<file path="src/rtl/core/csvt_pkg.sv">
package csvt_pkg;

  // Result kinds on the output channel
  typedef enum logic [2:0] {
    KIND_CHAR  = 3'd0,
    KIND_FIELD = 3'd1,
    KIND_ROW   = 3'd2,
    KIND_ERROR = 3'd3,
    KIND_DONE  = 3'd4
  } kind_t;

  // Request types on the input channel
  localparam logic REQ_TEXT = 1'b0;
  localparam logic REQ_END  = 1'b1;

  localparam int CODE_W = 16;

  // Text constants
  localparam logic [CODE_W-1:0] CH_QUOTE = 16'h0022;
  localparam logic [CODE_W-1:0] CH_COMMA = 16'h002C;
  localparam logic [CODE_W-1:0] CH_CR    = 16'h000D;
  localparam logic [CODE_W-1:0] CH_LF    = 16'h000A;

  // Queue between front and back
  localparam int QUEUE_DEPTH = 4;
  localparam int QPTR_W      = $clog2(QUEUE_DEPTH);
  localparam int QCNT_W      = $clog2(QUEUE_DEPTH + 1);

  // One queued command: first result kind, plus a flag for a trailing done result
  typedef struct packed {
    kind_t kind;
    logic  two;
  } cmd_t;

endpackage

</file>
<file path="src/rtl/core/csvt_in_if.sv">
interface csvt_in_if;
  import csvt_pkg::*;

  logic              valid;
  logic              ready;
  logic              req_type;
  logic [CODE_W-1:0] code_unit;

  modport source (output valid, output req_type, output code_unit, input ready);
  modport sink   (input valid, input req_type, input code_unit, output ready);
endinterface

</file>
<file path="src/rtl/core/csvt_out_if.sv">
interface csvt_out_if;
  import csvt_pkg::*;

  logic              valid;
  logic              ready;
  logic [2:0]        out_kind;
  logic [CODE_W-1:0] out_char;
  logic              last;

  modport source (output valid, output out_kind, output out_char, output last, input ready);
  modport sink   (input valid, input out_kind, input out_char, input last, output ready);
endinterface

</file>
<file path="src/rtl/core/csvt_front.sv">
module csvt_front
  import csvt_pkg::*;
#(
  parameter int CHAR_W = 16
) (
  input  logic              clk,
  input  logic              rst_n,
  csvt_in_if.sink           in_ch,
  input  logic              q_full,
  output logic              push,
  output cmd_t              push_cmd,
  output logic [CHAR_W-1:0] push_char
);

  logic in_quotes_r, in_quotes_nxt;
  logic quote_pending_r, quote_pending_nxt;
  logic field_empty_r, field_empty_nxt;
  logic row_has_fields_r, row_has_fields_nxt;

  logic              fire;
  logic [CHAR_W-1:0] c;
  logic              is_end;
  logic              lit_quote;
  logic              iq;
  logic              emit;
  cmd_t              cmd;
  logic [CHAR_W-1:0] ch;

  assign in_ch.ready = ~q_full;
  assign fire        = in_ch.valid & ~q_full;
  assign c           = in_ch.code_unit[CHAR_W-1:0];
  assign is_end      = (in_ch.req_type == REQ_END) || (c == '0);
  assign lit_quote   = quote_pending_r & ~is_end & (c == CHAR_W'(CH_QUOTE));
  // a pending quote that is not doubled closes quoting first
  assign iq          = in_quotes_r & ~quote_pending_r;

  always_comb begin
    in_quotes_nxt      = in_quotes_r;
    quote_pending_nxt  = 1'b0;
    field_empty_nxt    = field_empty_r;
    row_has_fields_nxt = row_has_fields_r;
    emit               = 1'b0;
    cmd.kind           = KIND_CHAR;
    cmd.two            = 1'b0;
    ch                 = '0;
    if (lit_quote) begin
      field_empty_nxt = 1'b0;
      emit            = 1'b1;
      ch              = CHAR_W'(CH_QUOTE);
    end else if (is_end) begin
      emit = 1'b1;
      if (iq) begin
        cmd.kind = KIND_ERROR;
      end else if (~field_empty_r | row_has_fields_r) begin
        cmd.kind = KIND_ROW;
        cmd.two  = 1'b1;
      end else begin
        cmd.kind = KIND_DONE;
      end
      in_quotes_nxt      = 1'b0;
      field_empty_nxt    = 1'b1;
      row_has_fields_nxt = 1'b0;
    end else if (iq) begin
      in_quotes_nxt = 1'b1;
      if (c == CHAR_W'(CH_QUOTE)) begin
        quote_pending_nxt = 1'b1;
      end else begin
        field_empty_nxt = 1'b0;
        emit            = 1'b1;
        ch              = c;
      end
    end else begin
      in_quotes_nxt = 1'b0;
      if (c == CHAR_W'(CH_QUOTE) && field_empty_r) begin
        in_quotes_nxt = 1'b1;
      end else if (c == CHAR_W'(CH_COMMA)) begin
        emit               = 1'b1;
        cmd.kind           = KIND_FIELD;
        field_empty_nxt    = 1'b1;
        row_has_fields_nxt = 1'b1;
      end else if (c == CHAR_W'(CH_CR)) begin
        // drop
      end else if (c == CHAR_W'(CH_LF)) begin
        emit               = 1'b1;
        cmd.kind           = KIND_ROW;
        field_empty_nxt    = 1'b1;
        row_has_fields_nxt = 1'b0;
      end else begin
        field_empty_nxt = 1'b0;
        emit            = 1'b1;
        ch              = c;
      end
    end
  end

  assign push      = fire & emit;
  assign push_cmd  = cmd;
  assign push_char = ch;

  always_ff @(posedge clk) begin
    if (!rst_n) begin
      in_quotes_r      <= 1'b0;
      quote_pending_r  <= 1'b0;
      field_empty_r    <= 1'b1;
      row_has_fields_r <= 1'b0;
    end else if (fire) begin
      in_quotes_r      <= in_quotes_nxt;
      quote_pending_r  <= quote_pending_nxt;
      field_empty_r    <= field_empty_nxt;
      row_has_fields_r <= row_has_fields_nxt;
    end
  end

endmodule

</file>
<file path="src/rtl/core/csvt_fifo.sv">
module csvt_fifo
  import csvt_pkg::*;
#(
  parameter int CHAR_W = 16
) (
  input  logic              clk,
  input  logic              rst_n,
  input  logic              push,
  input  cmd_t              push_cmd,
  input  logic [CHAR_W-1:0] push_char,
  input  logic              pop,
  output logic              full,
  output logic              empty,
  output cmd_t              head_cmd,
  output logic [CHAR_W-1:0] head_char
);

  cmd_t              cmd_mem  [QUEUE_DEPTH];
  logic [CHAR_W-1:0] char_mem [QUEUE_DEPTH];

  logic [QPTR_W-1:0] wr_ptr_r, wr_ptr_nxt;
  logic [QPTR_W-1:0] rd_ptr_r, rd_ptr_nxt;
  logic [QCNT_W-1:0] count_r, count_nxt;
  logic              do_push, do_pop;

  assign full     = (count_r == QCNT_W'(QUEUE_DEPTH));
  assign empty    = (count_r == '0);
  assign do_push  = push & ~full;
  assign do_pop   = pop & ~empty;
  assign head_cmd  = cmd_mem[rd_ptr_r];
  assign head_char = char_mem[rd_ptr_r];

  always_comb begin
    wr_ptr_nxt = wr_ptr_r;
    rd_ptr_nxt = rd_ptr_r;
    count_nxt  = count_r;
    if (do_push) begin
      wr_ptr_nxt = (wr_ptr_r == QPTR_W'(QUEUE_DEPTH - 1)) ? '0 : wr_ptr_r + 1'b1;
    end
    if (do_pop) begin
      rd_ptr_nxt = (rd_ptr_r == QPTR_W'(QUEUE_DEPTH - 1)) ? '0 : rd_ptr_r + 1'b1;
    end
    case ({do_push, do_pop})
      2'b10:   count_nxt = count_r + 1'b1;
      2'b01:   count_nxt = count_r - 1'b1;
      default: count_nxt = count_r;
    endcase
  end

  always_ff @(posedge clk) begin
    if (!rst_n) begin
      wr_ptr_r <= '0;
      rd_ptr_r <= '0;
      count_r  <= '0;
    end else begin
      wr_ptr_r <= wr_ptr_nxt;
      rd_ptr_r <= rd_ptr_nxt;
      count_r  <= count_nxt;
    end
  end

  always_ff @(posedge clk) begin
    if (do_push) begin
      cmd_mem[wr_ptr_r]  <= push_cmd;
      char_mem[wr_ptr_r] <= push_char;
    end
  end

endmodule

</file>
<file path="src/rtl/core/csvt_back.sv">
module csvt_back
  import csvt_pkg::*;
#(
  parameter int CHAR_W = 16
) (
  input  logic              clk,
  input  logic              rst_n,
  input  logic              q_empty,
  input  cmd_t              head_cmd,
  input  logic [CHAR_W-1:0] head_char,
  output logic              pop,
  csvt_out_if.source        out_ch
);

  // second result of a two-result command is pending
  logic phase_r, phase_nxt;
  logic fire;
  logic is_last;

  assign is_last         = phase_r | ~head_cmd.two;
  assign out_ch.valid    = ~q_empty;
  assign out_ch.out_kind = phase_r ? KIND_DONE : head_cmd.kind;
  assign out_ch.out_char = phase_r ? '0 : CODE_W'(head_char);
  assign out_ch.last     = is_last;
  assign fire            = out_ch.valid & out_ch.ready;
  assign pop             = fire & is_last;

  always_comb begin
    phase_nxt = phase_r;
    if (fire) begin
      phase_nxt = ~is_last;
    end
  end

  always_ff @(posedge clk) begin
    if (!rst_n) begin
      phase_r <= 1'b0;
    end else begin
      phase_r <= phase_nxt;
    end
  end

endmodule

</file>
<file path="src/rtl/core/csv_field_tokenizer_core.sv">
// An item accepted into an empty queue shows its first result in the next cycle.
// Throughput: one item per cycle while the queue has space; an item that ends a row at end
// of content produces two results (row end, then done). Items with no result queue nothing.
// A four-entry command queue sits between the classifier and the result sequencer.
// Reset: synchronous, active low; clears the quote/field/row flags and empties the queue.
module csv_field_tokenizer_core
  import csvt_pkg::*;
#(
  parameter int CHAR_BITS = 16
) (
  input  logic       clk,
  input  logic       rst_n,
  csvt_in_if.sink    in_ch,
  csvt_out_if.source out_ch
);

  // Code units are masked to CHAR_BITS, and never beyond the 16-bit channel.
  localparam int CHAR_W = (CHAR_BITS < CODE_W) ? CHAR_BITS : CODE_W;

  logic              push;
  cmd_t              push_cmd;
  logic [CHAR_W-1:0] push_char;
  logic              pop;
  logic              q_full;
  logic              q_empty;
  cmd_t              head_cmd;
  logic [CHAR_W-1:0] head_char;

  // Front: accept each item, update the tokenizer flags, queue a command when
  // the item produces results. Ready follows only queue space.
  csvt_front #(.CHAR_W(CHAR_W)) u_front (
    .clk       (clk),
    .rst_n     (rst_n),
    .in_ch     (in_ch),
    .q_full    (q_full),
    .push      (push),
    .push_cmd  (push_cmd),
    .push_char (push_char)
  );

  // Queue: decouple the classifier from output backpressure.
  csvt_fifo #(.CHAR_W(CHAR_W)) u_fifo (
    .clk       (clk),
    .rst_n     (rst_n),
    .push      (push),
    .push_cmd  (push_cmd),
    .push_char (push_char),
    .pop       (pop),
    .full      (q_full),
    .empty     (q_empty),
    .head_cmd  (head_cmd),
    .head_char (head_char)
  );

  // Back: expand each command into one or two result items and mark the last.
  csvt_back #(.CHAR_W(CHAR_W)) u_back (
    .clk       (clk),
    .rst_n     (rst_n),
    .q_empty   (q_empty),
    .head_cmd  (head_cmd),
    .head_char (head_char),
    .pop       (pop),
    .out_ch    (out_ch)
  );

  // A row end that is not last must be followed by done once taken.
  a_row_then_done: assert property (@(posedge clk) disable iff (!rst_n)
    out_ch.valid && out_ch.ready && out_ch.out_kind == KIND_ROW && !out_ch.last
    |=> out_ch.valid && out_ch.out_kind == KIND_DONE && out_ch.last)
    else $error("row end not followed by done");

  // Only character results carry a character.
  a_char_zero: assert property (@(posedge clk) disable iff (!rst_n)
    out_ch.valid && out_ch.out_kind != KIND_CHAR |-> out_ch.out_char == '0)
    else $error("nonzero char on non-character result");

  // Character, error, field and done results are always the last of their item.
  a_single_last: assert property (@(posedge clk) disable iff (!rst_n)
    out_ch.valid && (out_ch.out_kind == KIND_ERROR || out_ch.out_kind == KIND_DONE ||
                     out_ch.out_kind == KIND_FIELD || out_ch.out_kind == KIND_CHAR)
    |-> out_ch.last)
    else $error("single result not marked last");

  // Queue space and input ready agree.
  a_ready_space: assert property (@(posedge clk) disable iff (!rst_n)
    in_ch.valid && in_ch.ready |-> !q_full)
    else $error("item accepted into a full queue");

endmodule
</file>
<file path="src/flat_wrapper.sv">
// flat-port wrapper written by rule: the top's interface ports become plain ports
module csv_field_tokenizer_core_flat import csvt_pkg::*;
#(
  parameter int CHAR_BITS = 16
)
  (clk, rst_n, in_ch_valid, in_ch_req_type, in_ch_code_unit, in_ch_ready, out_ch_valid, out_ch_out_kind, out_ch_out_char, out_ch_last, out_ch_ready);
  csvt_in_if in_ch_i ();
  csvt_out_if out_ch_i ();
  input  logic clk;
  input  logic rst_n;
  input wire logic [$bits(in_ch_i.valid)-1:0] in_ch_valid;
  input wire logic [$bits(in_ch_i.req_type)-1:0] in_ch_req_type;
  input wire logic [$bits(in_ch_i.code_unit)-1:0] in_ch_code_unit;
  output wire logic [$bits(in_ch_i.ready)-1:0] in_ch_ready;
  output wire logic [$bits(out_ch_i.valid)-1:0] out_ch_valid;
  output wire logic [$bits(out_ch_i.out_kind)-1:0] out_ch_out_kind;
  output wire logic [$bits(out_ch_i.out_char)-1:0] out_ch_out_char;
  output wire logic [$bits(out_ch_i.last)-1:0] out_ch_last;
  input wire logic [$bits(out_ch_i.ready)-1:0] out_ch_ready;
  assign in_ch_i.valid = in_ch_valid;
  assign in_ch_i.req_type = in_ch_req_type;
  assign in_ch_i.code_unit = in_ch_code_unit;
  assign in_ch_ready = in_ch_i.ready;
  assign out_ch_valid = out_ch_i.valid;
  assign out_ch_out_kind = out_ch_i.out_kind;
  assign out_ch_out_char = out_ch_i.out_char;
  assign out_ch_last = out_ch_i.last;
  assign out_ch_i.ready = out_ch_ready;
  csv_field_tokenizer_core #(.CHAR_BITS(CHAR_BITS)) u_core (.clk(clk), .rst_n(rst_n), .in_ch(in_ch_i), .out_ch(out_ch_i));
endmodule
</file>
<file path="config.mk">
export PLATFORM = sky130hd
export DESIGN_NAME = csv_field_tokenizer_core_flat
export DESIGN_NICKNAME = d
export VERILOG_FILES = /design/src/rtl/core/csvt_pkg.sv /design/src/rtl/core/csvt_in_if.sv /design/src/rtl/core/csvt_out_if.sv /design/src/rtl/core/csvt_front.sv /design/src/rtl/core/csvt_fifo.sv /design/src/rtl/core/csvt_back.sv /design/src/rtl/core/csv_field_tokenizer_core.sv /design/src/flat_wrapper.sv
export SDC_FILE = /design/constraint.sdc
export NUM_CORES = 1
export LEC_CHECK = 0
export CAP_MARGIN = 0
export CORE_ASPECT_RATIO = 1.75
export CORE_MARGIN = 2
export CORE_UTILIZATION = 58
export CTS_CLUSTER_SIZE = 10
export DETAILED_ROUTE_END_ITERATION = 8
export DONT_BUFFER_PORTS = 1
export HOLD_SLACK_MARGIN = 0.15
export PLACE_DENSITY = 0.83
export SYNTH_ARGS = -nofsm -noshare
export SYNTH_HDL_FRONTEND = slang
export SYNTH_HIERARCHICAL = 1
export SYNTH_SLANG_ARGS = --single-unit
</file>
<file path="constraint.sdc">
create_clock -name clk -period 8.5 [get_ports clk]
set_input_delay 2.55 -clock clk [delete_from_list [all_inputs] [get_ports clk]]
set_output_delay 2.55 -clock clk [all_outputs]
set_load 0.01 [all_outputs]
</file>
[Yosys cells after proc, flatten, opt, wreduce, memory -nomap -nowiden]
Memory sizes are Yosys's and may differ from the RTL's. A register that Yosys moved wholly into a read port is not among the register bits.
Index checks and enable logic that the tools add are counted.
Storage, ports and cells
  register bits after elaboration: 12
  bits in writable memories: 80
  input port bits: 21
  word-level logic and storage cells: 116
  memories: 2
Cells by class
  $add $sub $neg: 4
  equality and inequality tests: 15
  mux-type cells: 59
  bitwise gates (word level): 19
  reduce and logical (&&, ||, !) cells: 9
Memories
  u_core.u_fifo.char_mem: depth 4, width 16, rd ports 1, clocked after Yosys merged registers in 1, write ports 1, RTL line csvt_fifo.sv:19  | logic [CHAR_W-1:0] char_mem [QUEUE_DEPTH];
  u_core.u_fifo.cmd_mem: depth 4, width 4, rd ports 1, clocked after Yosys merged registers in 1, write ports 1, RTL line csvt_fifo.sv:18  | cmd_t cmd_mem [QUEUE_DEPTH];
Operators with widths (count)
  $mux 16: 9
  $mux 1: 33
  $eq 16x4->1 const B: 2
  $eq 16x6->1 const B: 2
  $mux 2: 11
  $logic_not 16->1: 1
  $mux 3: 4
  $and 1x1->1: 9
  $ne 4x4->1 const B: 2
  $not 1->1: 8
  $eq 2x2->1 const B: 3
  $pmux 3 s2: 1
  $reduce_and 6->1: 1
  $ne 5x5->1 const B: 1
  $add 2x1->2 const B: 2
  $mux 4: 1
  $ne 2x2->1 const B: 2
  $reduce_and 4->1: 1
  $add 3x1->3 const B: 1
  $eq 3x3->1 const B: 1
  $logic_not 3->1: 1
  $ne 3x3->1 const B: 1
  $reduce_bool 3->1: 1
  $sub 3x1->3 const B: 1
  6 further kinds: 7

[Longest topological paths before layout]
Gate-level depths: netlist of the first run.
  word-level depth: 11
  gate-level depth with buffers: 13
  depth with buffers taken out: 12

[By module]
The synthesis of the first run kept the hierarchy.
By module, submodules not included
  csvt_fifo: times used 1, cells an instance 160, area an instance 3438.3 µm²
  csvt_front: times used 1, cells an instance 92, area an instance 661.9 µm²
  csvt_back: times used 1, cells an instance 29, area an instance 227.7 µm²

[Worst setup path before layout of the first run]
OpenSTA, ideal clock, no wires.
  path type: input port to flip-flop
  start point: in in_ch_code_unit[12]
  end point: reg u_core.u_fifo.count_r[2]
  setup time: 0.076 ns
  arrival time: 4.912 ns
  data required time: 8.424 ns
  setup slack: 3.512 ns
  cell stages on the path: 13
  buffers on the path: 1
  path through: nor4_1 nand3_1 nor3_1 a31oi_1 nor2b_1 buf_2 inv_1 ha_1 inv_1 fa_1 xor2_1 or3_1 a21boi_0
Between the ends
  word-level cells in the longest chain between the ends: 11
  elaborated cells between the ends (all ways): 22
  classes of those cells: 5 x eq/ne; 8 x mux; 5 x bitwise; 4 x reduce/logical
RTL lines
  start: declaration: RTL line flat_wrapper.sv:13  | input wire logic [$bits(in_ch_i.code_unit)-1:0] in_ch_code_unit;
  $eq 16x4->1: RTL line csvt_front.sv:81  | end else if (c == CHAR_W'(CH_CR)) begin
  $mux 1: RTL line csvt_front.sv:81
  $mux 1: RTL line csvt_front.sv:76  | end else if (c == CHAR_W'(CH_COMMA)) begin
  $mux 1: RTL line csvt_front.sv:74  | if (c == CHAR_W'(CH_QUOTE) && field_empty_r) begin
  $mux 1: RTL line csvt_front.sv:63  | end else if (iq) begin
  $mux 1: RTL line csvt_front.sv:50  | end else if (is_end) begin
  $mux 1 (*): RTL line csvt_front.sv:46  | if (lit_quote) begin
  $and 1x1->1 (*): RTL line csvt_front.sv:96  | assign push = fire & emit;
  via u_core.push: RTL line csv_field_tokenizer_core.sv:20  | logic push;
  $and 1x1->1 (*): RTL line csvt_fifo.sv:28  | assign do_push = push & ~full;
  $eq 2x1->1 or $eq 2x2->1 (tied branches): RTL line csvt_fifo.sv:43  | case ({do_push, do_pop})
  $pmux 3 s2 or $reduce_bool 2->1 (tied branches)
  end signal: assignment: RTL line csvt_fifo.sv:58  | count_r <= count_nxt;
  end: declaration: RTL line csvt_fifo.sv:23  | logic [QCNT_W-1:0] count_r, count_nxt;
Mark *: on every way through the listed nets, which the timed path passes. The rest lies on a longest branch.
A chain may end at the register's enable or synchronous reset.

[Final worst setup path of the first run]
  start point: in in_ch_code_unit[9]
  end point: reg u_core.u_fifo.count_r[2]
Same word-level chain as after synthesis.

==> results.cfg, run 1 <==
[power_and_ir_drop]
total_power_uw = 1040
p_int_uw = 794
vdd.ir_drop.worst_v = 0.000105
seqPwrFrac_pct = 53.7
p_clk_share_pct = 33.4
power.combinational.fraction_pct = 13.0
power.switching_uw = 245
power_switching_share_pct = 23.6
power.leakage_uw = 0.00156
pwr_density_cell_mw_per_mm2 = 226

[grt]
gr-total-overflow = 0
grt_first_pass_wirelength_um = 12900
grt_pass1_vias = 2459
antenna_found_initial = 0
globalRouteTotalUtil_pct = 21.0
maximum_number_of_pins_on_one_net_before_global_route_repair = 22

[routing]
route.final.wire_length_um = 7770
avgViaCountPerCell = 6.22
first_iter_violations = 210
via_count = 2313
final_antenna_net_count = 0
drc_errors = 0
route.detailed.wl_per_inst_um = 20.9
first_pass_iters = 4

[floorplanning]
die_w_um = 69.3
floorplan.initialDensity_pct = 59.8
die_area_mm2 = 0.00820
die_h_um = 118
top_level_ports = 43
core-area_mm2 = 0.00723
rows = 41

[cts]
ctsLongestPathBuffers = 2
ctsHtreeMaxLevel = 3
post_cts_setup_buffer_count = 0
hold_buffers = 0
cts_resized = 0
cts.sink_count = 94
path_clk_slew_ns = 0.06
root_driver = sky130_fd_sc_hd__clkbuf_16
tritoncts = built
clk_latency_ns = 0.34
tritoncts.num_buffers = 9

[place]
placement.setup.worst_slack_ns = 3.14
gp_congestion = 0.793
dp_hpwl_um = 5160
io_buffers = 0

[sta]
final_min_period_over_clock_period_pct = 58.8
timing.final.hold_violations = 0
timing.final.max_slew_violations = 0
finalSetupTns_ns = 0
period_minus_slack_ns = 5.00
timing.max_slew.rel_slack_pct = 28.0
final-setup-viol-count = 0
max_freq_ghz = 0.200
smallest_setup_slack_after_layout_ns = 3.50
worst_pin_slew_ns = 1.08
setup_repair_after_global_routing_missed_its_margin = no
fin_skew_ns = 0.00508

[cells_and_area]
syn2layout_area_growth_pct = 6.36
antennaDiodeCount = 0
design.final.nets = 309
filler_cell_count_in_the_final_layout = 503
drive_gt1_share_pct = 10.1

[setup_path]
start_kind = primary input
timing.critical_path.arrival_ns = 5.27
critPathMaxFanout = 7
critical-path-max-stage-delay_ns = 0.43
critPathSlowestCell = sky130_fd_sc_hd__nor4_1
crit_top_cell = sky130_fd_sc_hd__inv_1
timing.critical_path.to_type = register
worst-setup-path-type = in2reg
worstPathCellList = nor4_1 > nand3_1 > nor3_1 > a31oi_1 > nor2b_1 > inv_1 > ha_1 > inv_1 > fa_1 > xor2_1 > or3_1 > a21boi_0
cp_data_required_time_ns = 8.77

[yosys]
post_synth_edffs = 80
yosys_register_bits = 94
postSynth.topFlopCell = sky130_fd_sc_hd__edfxtp_1
ys.warnings.count = 6
synth_async_sr_flop_share_pct = 0
yosys.cell_types.count = 57
synthesized_net_count = 309
synth_top_cell_by_area = sky130_fd_sc_hd__edfxtp_1
syn-mean-instance-area_um2 = 15.4
synth_cell_area_mm2 = 0.00433
synth_top_area_share_pct = 55.5
syn_inst = 281
post_synth_main_area_contributors = sky130_fd_sc_hd__edfxtp_1, sky130_fd_sc_hd__mux4_1, sky130_fd_sc_hd__dfxtp_1
synth.yosys.seq_area_share_pct = 62.0

[run_status]
status = complete, no violations

[run]
maxCapViolations = 0

[hold_path]
worstHoldPathType = reg2reg
[power groups by stage]
stage                     registers, µW  logic (µW)  clock network, µW
after floorplan                     559         119                  0
after global placement              564         134                  0
after detailed placement            567         136                  0
after CTS                           558         138                351
after global routing                562         149                369
final                               558         135                347
[flip-flops by register name (all words and copies together) (netlist names), named ones only]
signal	flops
u_core/u_fifo/char_mem	64
u_core/u_fifo/cmd_mem	16
u_core/u_front/in_quotes_r	1
u_core/u_front/field_empty_r	1
u_core/u_back/phase_r	1
u_core/u_fifo/rd_ptr_r	2
u_core/u_fifo/count_r	3
u_core/u_front/row_has_fields_r	1
u_core/u_front/quote_pending_r	1
u_core/u_fifo/wr_ptr_r	2
[layout by cell type, fill, tap and decap left out, types with 5 or more instances in the layout]
cell type,Yosys,routed
sky130_fd_sc_hd__and2_1,17,17
sky130_fd_sc_hd__mux4_1,16,16
sky130_fd_sc_hd__edfxtp_1,80,80
sky130_fd_sc_hd__nand2_1,11,11
sky130_fd_sc_hd__ha_1,6,6
sky130_fd_sc_hd__dfxtp_1,14,14
sky130_fd_sc_hd__clkbuf_16,0,9
sky130_fd_sc_hd__o21ai_0,11,11
sky130_fd_sc_hd__inv_1,13,13
sky130_fd_sc_hd__nor2b_1,22,22
sky130_fd_sc_hd__nor2_1,7,7
sky130_fd_sc_hd__nand3_1,5,5
[metal layers]
metal	share of wire, %	track usage [%]	up-vias	wire length (µm)
met3	7.3	7.25	17	564
met5	0	0	-	0
met4	2.4	9.93	0	183
li1	-	-	1074	-
met1	36	23.2	1131	2810
met2	54	35.9	91	4200
[logic make-up (layout without fill, tap and decap cells)]
| family | after synthesis | in the layout | synth area share, % |
|---|---|---|---|
| and+or+nand+nor | 99 | 99 | 14.6 |
| DFF | 94 | 94 | 62.0 |
| AOI/OAI and AO/OA | 31 | 31 | 4.92 |
| buffers and inverters | 25 | 30 | 3.30 |
| muxes | 23 | 23 | 12.6 |
| adders and majority gates | 7 | 7 | 2.20 |
| xor gates and xnor gates | 2 | 2 | 0.405 |
[cell type report]
cell class              instances  area [µm²]  share of cell area (%)
repair buffers                  1        7.51                   0.163
flip-flops and latches         94        2680                    58.3
inverters                      13        48.8                    1.06
clock inverters                 3        13.8                   0.299
well taps                      86         108                    2.34
clock buffers                  13         240                    5.22
multi-input cells             162        1500                    32.6
[Yosys cell counts (2+ instances only)]
| master | instances |
|---|---|
| sky130_fd_sc_hd__edfxtp_1 | 80 |
| sky130_fd_sc_hd__nor2b_1 | 22 |
| sky130_fd_sc_hd__and2_1 | 17 |
| sky130_fd_sc_hd__mux4_1 | 16 |
| sky130_fd_sc_hd__dfxtp_1 | 14 |
| sky130_fd_sc_hd__inv_1 | 13 |
| sky130_fd_sc_hd__nand2_1 | 11 |
| sky130_fd_sc_hd__o21ai_0 | 11 |
| sky130_fd_sc_hd__nor2_1 | 7 |
| sky130_fd_sc_hd__ha_1 | 6 |
| sky130_fd_sc_hd__buf_6 | 5 |
| sky130_fd_sc_hd__nand3_1 | 5 |
| sky130_fd_sc_hd__mux4_2 | 4 |
| sky130_fd_sc_hd__nand2b_1 | 4 |
| sky130_fd_sc_hd__nor3_1 | 4 |
| sky130_fd_sc_hd__a31oi_1 | 3 |
| sky130_fd_sc_hd__nand3b_1 | 3 |
| sky130_fd_sc_hd__nand4_1 | 3 |
| sky130_fd_sc_hd__o21ai_1 | 3 |
| sky130_fd_sc_hd__or3_1 | 3 |
| sky130_fd_sc_hd__a21oi_1 | 2 |
| sky130_fd_sc_hd__a311oi_1 | 2 |
| sky130_fd_sc_hd__buf_2 | 2 |
| sky130_fd_sc_hd__buf_4 | 2 |
| sky130_fd_sc_hd__clkbuf_1 | 2 |
| sky130_fd_sc_hd__mux2i_1 | 2 |
| sky130_fd_sc_hd__nor2_4 | 2 |
| sky130_fd_sc_hd__nor3b_1 | 2 |
| sky130_fd_sc_hd__nor4_1 | 2 |
| sky130_fd_sc_hd__or4bb_1 | 2 |
[worst max-delay path, delay by kind of cell]
kind / cells / cell delay (ns)
fa+ha+maj: 2 / 0.62
simple gates: 5 / 1.52
xor+xnor: 1 / 0.15
buf+inv: 2 / 0.16
compound gates: 2 / 0.27
[worst paths after layout]
path | from | to | slack (ns) | cells past startpoint
setup reg to reg | register | u_core/u_fifo/count_r[2] | 5.27 | 11
setup / recovery | in_ch_code_unit[9] | u_core/u_fifo/count_r[2] | 3.50 | 12
hold reg to reg | u_core/u_fifo/wr_ptr_r[1] | u_core/u_fifo/wr_ptr_r[1] | 0.51 | 2
hold / removal | u_core/u_fifo/wr_ptr_r[1] | u_core/u_fifo/wr_ptr_r[1] | 0.51 | 2
[per-stage QoR]
stage                     std cells  area, µm²  hold WS (ns)  util [%]
after floorplan                 281       4330         0.468         -
after global placement          356       4350         0.491      60.1
after global routing            372       4600         0.558      63.6
after CTS                       372       4600         0.515      63.6
final                           372       4600         0.512      63.6
after detailed placement        356       4350         0.507      60.1
Power figures use the tool's default switching activity.
==> run 2: changes to the inputs <==
--- a/config.mk
+++ b/config.mk
@@ -5,6 +5,7 @@
 export SDC_FILE = /design/constraint.sdc
 export NUM_CORES = 1
 export LEC_CHECK = 0
+export ABC_AREA = 1
 export CAP_MARGIN = 0
 export CORE_ASPECT_RATIO = 1.75
 export CORE_MARGIN = 2
==> constraint.sdc (replaced) <==
create_clock -name clk -period 5.2 [get_ports clk]
set_input_delay 1.56 -clock clk [delete_from_list [all_inputs] [get_ports clk]]
set_output_delay 1.56 -clock clk [all_outputs]
set_load 0.01 [all_outputs]
==> run 2 against run 1 <==
Net effect:
- power increased by 90%
- final area increased by 1.2%
- synthesized cell count increased by 58%
- via count increased by 29%
==> results.cfg, run 2 <==
[setup_path]
worstRegToRegCells = 17
start_kind = primary input
timing.critical_path.from = in_ch_code_unit[11]
reg2reg_end = u_core/u_fifo/count_r[2]
worst-setup-path-type = in2reg
r2r_slack_ns = 1.98
critPathMaxFanout = 18
crit_end = u_core/u_fifo/count_r[2]
cp_data_required_time_ns = 5.48
timing.critical_path.arrival_ns = 4.09
timing.critical_path.to_type = register

[cts]
cts.sink_count = 94
cts_resized = 0
root_driver = sky130_fd_sc_hd__clkbuf_16
clk_latency_ns = 0.34
ctsHtreeMaxLevel = 3
tritoncts = built
path_clk_slew_ns = 0.06
tritoncts.num_buffers = 9
hold_buffers = 0
post_cts_setup_buffer_count = 0
ctsLongestPathBuffers = 2

[grt]
globalRouteTotalUtil_pct = 20.8
antenna_found_initial = 0
grt_first_pass_wirelength_um = 12700
grt_pass1_vias = 2883
gr-total-overflow = 0
maximum_number_of_pins_on_one_net_before_global_route_repair = 42

[yosys]
synth_common_cells = sky130_fd_sc_hd__nor2_1, sky130_fd_sc_hd__edfxtp_1, sky130_fd_sc_hd__inv_1
yosys_register_bits = 94
post_synth_edffs = 80
synth_top_cell_by_area = sky130_fd_sc_hd__edfxtp_1
syn-mean-instance-area_um2 = 9.74
synth_cell_area_mm2 = 0.00431
synth.yosys.seq_area_share_pct = 62.2
synth_async_sr_flop_share_pct = 0
synth.most_common_cell = sky130_fd_sc_hd__nor2_1
synthesized_net_count = 471
syn_inst = 443
yosys.cell_types.count = 31
synth_top_area_share_pct = 55.7
postSynth.topFlopCell = sky130_fd_sc_hd__edfxtp_1
ys.warnings.count = 6
post_synth_main_area_contributors = sky130_fd_sc_hd__edfxtp_1, sky130_fd_sc_hd__nor2_1, sky130_fd_sc_hd__dfxtp_1

[floorplanning]
die_area_mm2 = 0.00817
die_w_um = 69.2
top_level_ports = 43
die_h_um = 118
rows = 41
core-area_mm2 = 0.00723
floorplan.initialDensity_pct = 59.6

[routing]
avgViaCountPerCell = 5.57
route.detailed.wl_per_inst_um = 15.5
drc_errors = 0
final_antenna_net_count = 0
first_pass_iters = 7
via_count = 2982
first_iter_violations = 185
route.final.wire_length_um = 8290

[power_and_ir_drop]
vdd.ir_drop.worst_v = 0.000301
power.leakage_uw = 0.00189
pwr_density_cell_mw_per_mm2 = 424

[hold_path]
min_path_cells = 2
worstHoldPathType = reg2reg

[sta]
worst_pin_slew_ns = 0.798
finalSetupTns_ns = 0
final-setup-viol-count = 0
timing.final.hold_violations = 0
timing.final.max_slew_violations = 0
final_min_period_over_clock_period_pct = 73.2
max_freq_ghz = 0.263
timing.max_slew.rel_slack_pct = 46.7
post_route_hold_slack_ns = 0.496
setup_repair_after_global_routing_missed_its_margin = no
fin_skew_ns = 0.00843
period_minus_slack_ns = 3.81

[cells_and_area]
design.final.nets = 472
most_common_cell_after_layout_fill_and_taps_aside = sky130_fd_sc_hd__nor2_1
syn2layout_area_growth_pct = 7.95
largest_reg_flops = 64
layout.cells.most_common_list = sky130_fd_sc_hd__nor2_1, sky130_fd_sc_hd__edfxtp_1, sky130_fd_sc_hd__inv_1
max_flop_register = u_core/u_fifo/char_mem
antennaDiodeCount = 0
drive_gt1_share_pct = 8.02
top_regs = u_core/u_fifo/char_mem x64, u_core/u_fifo/cmd_mem x16, u_core/u_fifo/count_r x3

[run_status]
status = complete, no violations

[place]
gp_congestion = 0.861
dp_hpwl_um = 5470
io_buffers = 0

[run]
maxCapViolations = 0
## run 2: kinds of logic after synthesis
logic type	Yosys count	synth area share, %
DFF	94	62.2
adders and majority gates	7	2.20
AOI/OAI and AO/OA	77	9.63
and+or+nand+nor	182	18.2
buffers and inverters	83	7.77
## run 2: final cells by class
type / instances / area [µm²]
inverters: 67 / 251
fillers: 541 / 2580
well taps: 86 / 108
clock inverters: 6 / 45.0
multi-input cells: 266 / 1300
flip-flops and latches: 94 / 2680
clock buffers: 10 / 229
repair buffers: 6 / 45.0
## run 2: worst max-delay path, stage by stage
cell and delay (ns):
sky130_fd_sc_hd__nor2_1 0.18, sky130_fd_sc_hd__nand2_1 0.10, sky130_fd_sc_hd__nor2_2 0.41, sky130_fd_sc_hd__nand2_1 0.17
sky130_fd_sc_hd__nand2_4 0.23, sky130_fd_sc_hd__nor2_1 0.07, sky130_fd_sc_hd__nor2_1 0.12, sky130_fd_sc_hd__nand2_1 0.09
sky130_fd_sc_hd__inv_1 0.12, sky130_fd_sc_hd__nand2_1 0.13, sky130_fd_sc_hd__ha_1 0.22, sky130_fd_sc_hd__inv_1 0.10
sky130_fd_sc_hd__fa_1 0.21, sky130_fd_sc_hd__inv_1 0.05, sky130_fd_sc_hd__nand2_1 0.07, sky130_fd_sc_hd__nand3_1 0.07
sky130_fd_sc_hd__nand2_1 0.06, sky130_fd_sc_hd__inv_1 0.04, sky130_fd_sc_hd__nor2_1 0.08
## run 2: worst min path at each step
stage	from	end
after CTS	u_core/u_front/field_empty_r	u_core/u_front/field_empty_r
after global placement	u_core/u_front/in_quotes_r	u_core/u_front/in_quotes_r
after global routing	u_core/u_front/in_quotes_r	u_core/u_front/in_quotes_r
final	u_core/u_front/field_empty_r	u_core/u_front/field_empty_r
after detailed placement	u_core/u_front/field_empty_r	u_core/u_front/field_empty_r
after floorplan	u_core/u_front/field_empty_r	u_core/u_front/field_empty_r
## run 2: layer usage
metal / routed length, µm / share of wire, % / track usage (%)
met2: 4430 / 53 / 37.3
met5: 0 / 0 / 0
met1: 3100 / 37 / 20.4
met4: 233 / 2.8 / 11.5
met3: 522 / 6.3 / 7.02
## run 2: stage by stage
stage / setup slack, ns / std cells / power (µW) / instance area [µm²] / util [%]
floorplan: 1.41 / 443 / 1310 / 4310 / -
global placement: 1.21 / 519 / 1380 / 4380 / 60.6
detailed placement: 1.09 / 519 / 1400 / 4380 / 60.6
CTS: 1.45 / 535 / 1980 / 4660 / 64.4
global route: 1.20 / 535 / 2070 / 4660 / 64.4
finish: 1.39 / 535 / 1980 / 4660 / 64.4
## run 2: where the power goes
part	total (µW)	internal (µW)	switching, µW
clock	588	326	262
sequential	940	904	36.6
combinational	447	128	319
==> run 3: changes to the inputs <==
--- a/config.mk
+++ b/config.mk
@@ -5,7 +5,7 @@
 export SDC_FILE = /design/constraint.sdc
 export NUM_CORES = 1
 export LEC_CHECK = 0
-export ABC_AREA = 1
+export ABC_AREA = 0
 export CAP_MARGIN = 0
 export CORE_ASPECT_RATIO = 1.75
 export CORE_MARGIN = 2
==> constraint.sdc (replaced) <==
create_clock -name clk -period 3.8 [get_ports clk]
set_input_delay 1.14 -clock clk [delete_from_list [all_inputs] [get_ports clk]]
set_output_delay 1.14 -clock clk [all_outputs]
set_load 0.01 [all_outputs]
==> run 3 against run 2 <==
Net effect:
- sequential share of layout area shrank 0.29 points
- register-to-register slack worse by 1.1 ns
- global-route usage decreased by 1.1 points
- non-clock buffer count up 4
- clock skew up 0.0051 ns
- first-iteration DRC count shrank 38%
- utilization increased by 0.33 points
- clock power rose by 33%
- worst setup slack worse by 0.93 ns
- critical path type unchanged
==> results.cfg, run 3 (same netlist as run 1, synthesis figures left out) <==
[power_and_ir_drop]
pwr_density_cell_mw_per_mm2 = 500
vdd.ir_drop.worst_v = 0.000242
power.leakage_uw = 0.00161

[cells_and_area]
syn2layout_area_growth_pct = 8.15
top_regs = u_core/u_fifo/char_mem x64, u_core/u_fifo/cmd_mem x16, u_core/u_fifo/count_r x3
drive_gt1_share_pct = 13.2
antennaDiodeCount = 0
layout.cells.most_common_list = sky130_fd_sc_hd__edfxtp_1, sky130_fd_sc_hd__nor2b_1, sky130_fd_sc_hd__and2_1
filler_cell_count_in_the_final_layout = 487
most_common_cell_after_layout_fill_and_taps_aside = sky130_fd_sc_hd__edfxtp_1
finish.cell_count_without_fillers = 381
design.final.nets = 318
largest_reg_flops = 64
max_flop_register = u_core/u_fifo/char_mem

[cts]
tritoncts = built
tritoncts.num_buffers = 9
ctsHtreeMaxLevel = 3
root_driver = sky130_fd_sc_hd__clkbuf_16
clk_latency_ns = 0.33
hold_buffers = 0
cts.sink_count = 94
post_cts_setup_buffer_count = 0
path_clk_slew_ns = 0.06
ctsLongestPathBuffers = 2
cts_resized = 0

[place]
gp_congestion = 0.942
dp_hpwl_um = 5280
placement.setup.worst_slack_ns = 0.146
io_buffers = 0
placed_cells_incl_taps = 365

[setup_path]
r2r_start = u_core/u_front/quote_pending_r
critPathSlowestCell = sky130_fd_sc_hd__fa_1
reg2reg_end = u_core/u_fifo/char_mem[2][9]
start_kind = primary input
worstRegToRegCells = 6
timing.critical_path.arrival_ns = 3.60
worstPathCellList = nor4_1 > nand3_1 > nor3_1 > a31oi_1 > nor2b_1 > inv_1 > ha_1 > inv_1 > fa_1 > xor2_1 > or3_1 > a21boi_0
critical-path-max-stage-delay_ns = 0.42
r2r_slack_ns = 0.90
timing.critical_path.to_type = register
crit_top_cell = sky130_fd_sc_hd__inv_1
cp_data_required_time_ns = 4.06
worst-setup-path-type = in2reg
critPathMaxFanout = 2

[sta]
finalSetupTns_ns = 0
worst_pin_slew_ns = 1.05
smallest_setup_slack_after_layout_ns = 0.460
max_freq_ghz = 0.299
timing.final.hold_violations = 0
setup_repair_after_global_routing_missed_its_margin = no
period_minus_slack_ns = 3.34
fin_skew_ns = 0.0136
final-setup-viol-count = 0
final_min_period_over_clock_period_pct = 87.9
timing.max_slew.rel_slack_pct = 30.3
timing.final.max_slew_violations = 0

[grt]
gr-total-overflow = 0
antenna_found_initial = 0
grt_pass1_vias = 2381
maximum_number_of_pins_on_one_net_before_global_route_repair = 21
globalRouteTotalUtil_pct = 19.7
grt_first_pass_wirelength_um = 12100

[floorplanning]
core-area_mm2 = 0.00723
rows = 41
die_area_mm2 = 0.00820
floorplan.initialDensity_pct = 59.8
die_w_um = 69.3
die_h_um = 118
top_level_ports = 43

[routing]
avgViaCountPerCell = 6.19
first_pass_iters = 4
via_count = 2358
drc_errors = 0
route.final.wire_length_um = 7490
final_antenna_net_count = 0
first_iter_violations = 114
route.detailed.wl_per_inst_um = 19.7

[run_status]
status = complete, no violations

[hold_path]
min_path_cells = 2
worstHoldEndpoint = u_core/u_fifo/wr_ptr_r[1]
worstHoldPathType = reg2reg
worstHoldStart = u_core/u_fifo/wr_ptr_r[1]

[run]
maxCapViolations = 0
-- run 3: cell type report --
| type | instances | area (µm²) | area share [%] |
|---|---|---|---|
| Inverter | 13 | 48.8 | 1.04 |
| Multi-Input combinational cell | 162 | 1500 | 32.1 |
| Timing Repair Buffer | 10 | 75.1 | 1.60 |
| Clock buffer | 14 | 254 | 5.43 |
| Clock inverter | 2 | 10.0 | 0.214 |
| Sequential cell | 94 | 2680 | 57.3 |
| Tap cell | 86 | 108 | 2.30 |
-- run 3: worst max-delay path: cells and delay by family --
kind / cells / cell delay (ns)
xor gates and xnor gates: 1 / 0.16
AOI/OAI and AO/OA: 2 / 0.30
and+or+nand+nor: 5 / 1.28
buffers and inverters: 2 / 0.13
adders and majority gates: 2 / 0.58
-- run 3: worst max-delay path by stage --
stage	startpoint	end	slack, ns	depth (start not counted)
after floorplan	in_ch_code_unit[12]	u_core/u_fifo/count_r[2]	0.22	13
after global placement	in_ch_code_unit[9]	u_core/u_fifo/count_r[2]	0.22	12
after detailed placement	in_ch_code_unit[9]	u_core/u_fifo/count_r[2]	0.15	12
after CTS	in_ch_code_unit[9]	u_core/u_fifo/count_r[2]	0.50	12
after global routing	in_ch_code_unit[9]	u_core/u_fifo/count_r[2]	0.25	12
final	in_ch_code_unit[9]	u_core/u_fifo/count_r[2]	0.46	12
-- run 3: stage by stage --
stage / area (µm²) / total power (µW) / hold WS, ns / util (%)
floorplan: 4330 / 1520 / 0.468 / -
finish: 4680 / 2340 / 0.510 / 64.7
detailed placement: 4420 / 1590 / 0.501 / 61.1
CTS: 4680 / 2370 / 0.510 / 64.7
global placement: 4420 / 1570 / 0.488 / 61.1
global route: 4680 / 2440 / 0.525 / 64.7
-- run 3: where the power goes --
group,internal [µW],switching (µW)
clock,459,321
combinational,136,185
sequential,1210,29.8
total,1800,536
-- run 3: metal layers --
metal | part of all wire (%) | track usage (%)
met1 | 37 | 21.5
met2 | 54 | 34.4
met3 | 6.3 | 6.39
met4 | 2.8 | 8.58
met5 | 0 | 0
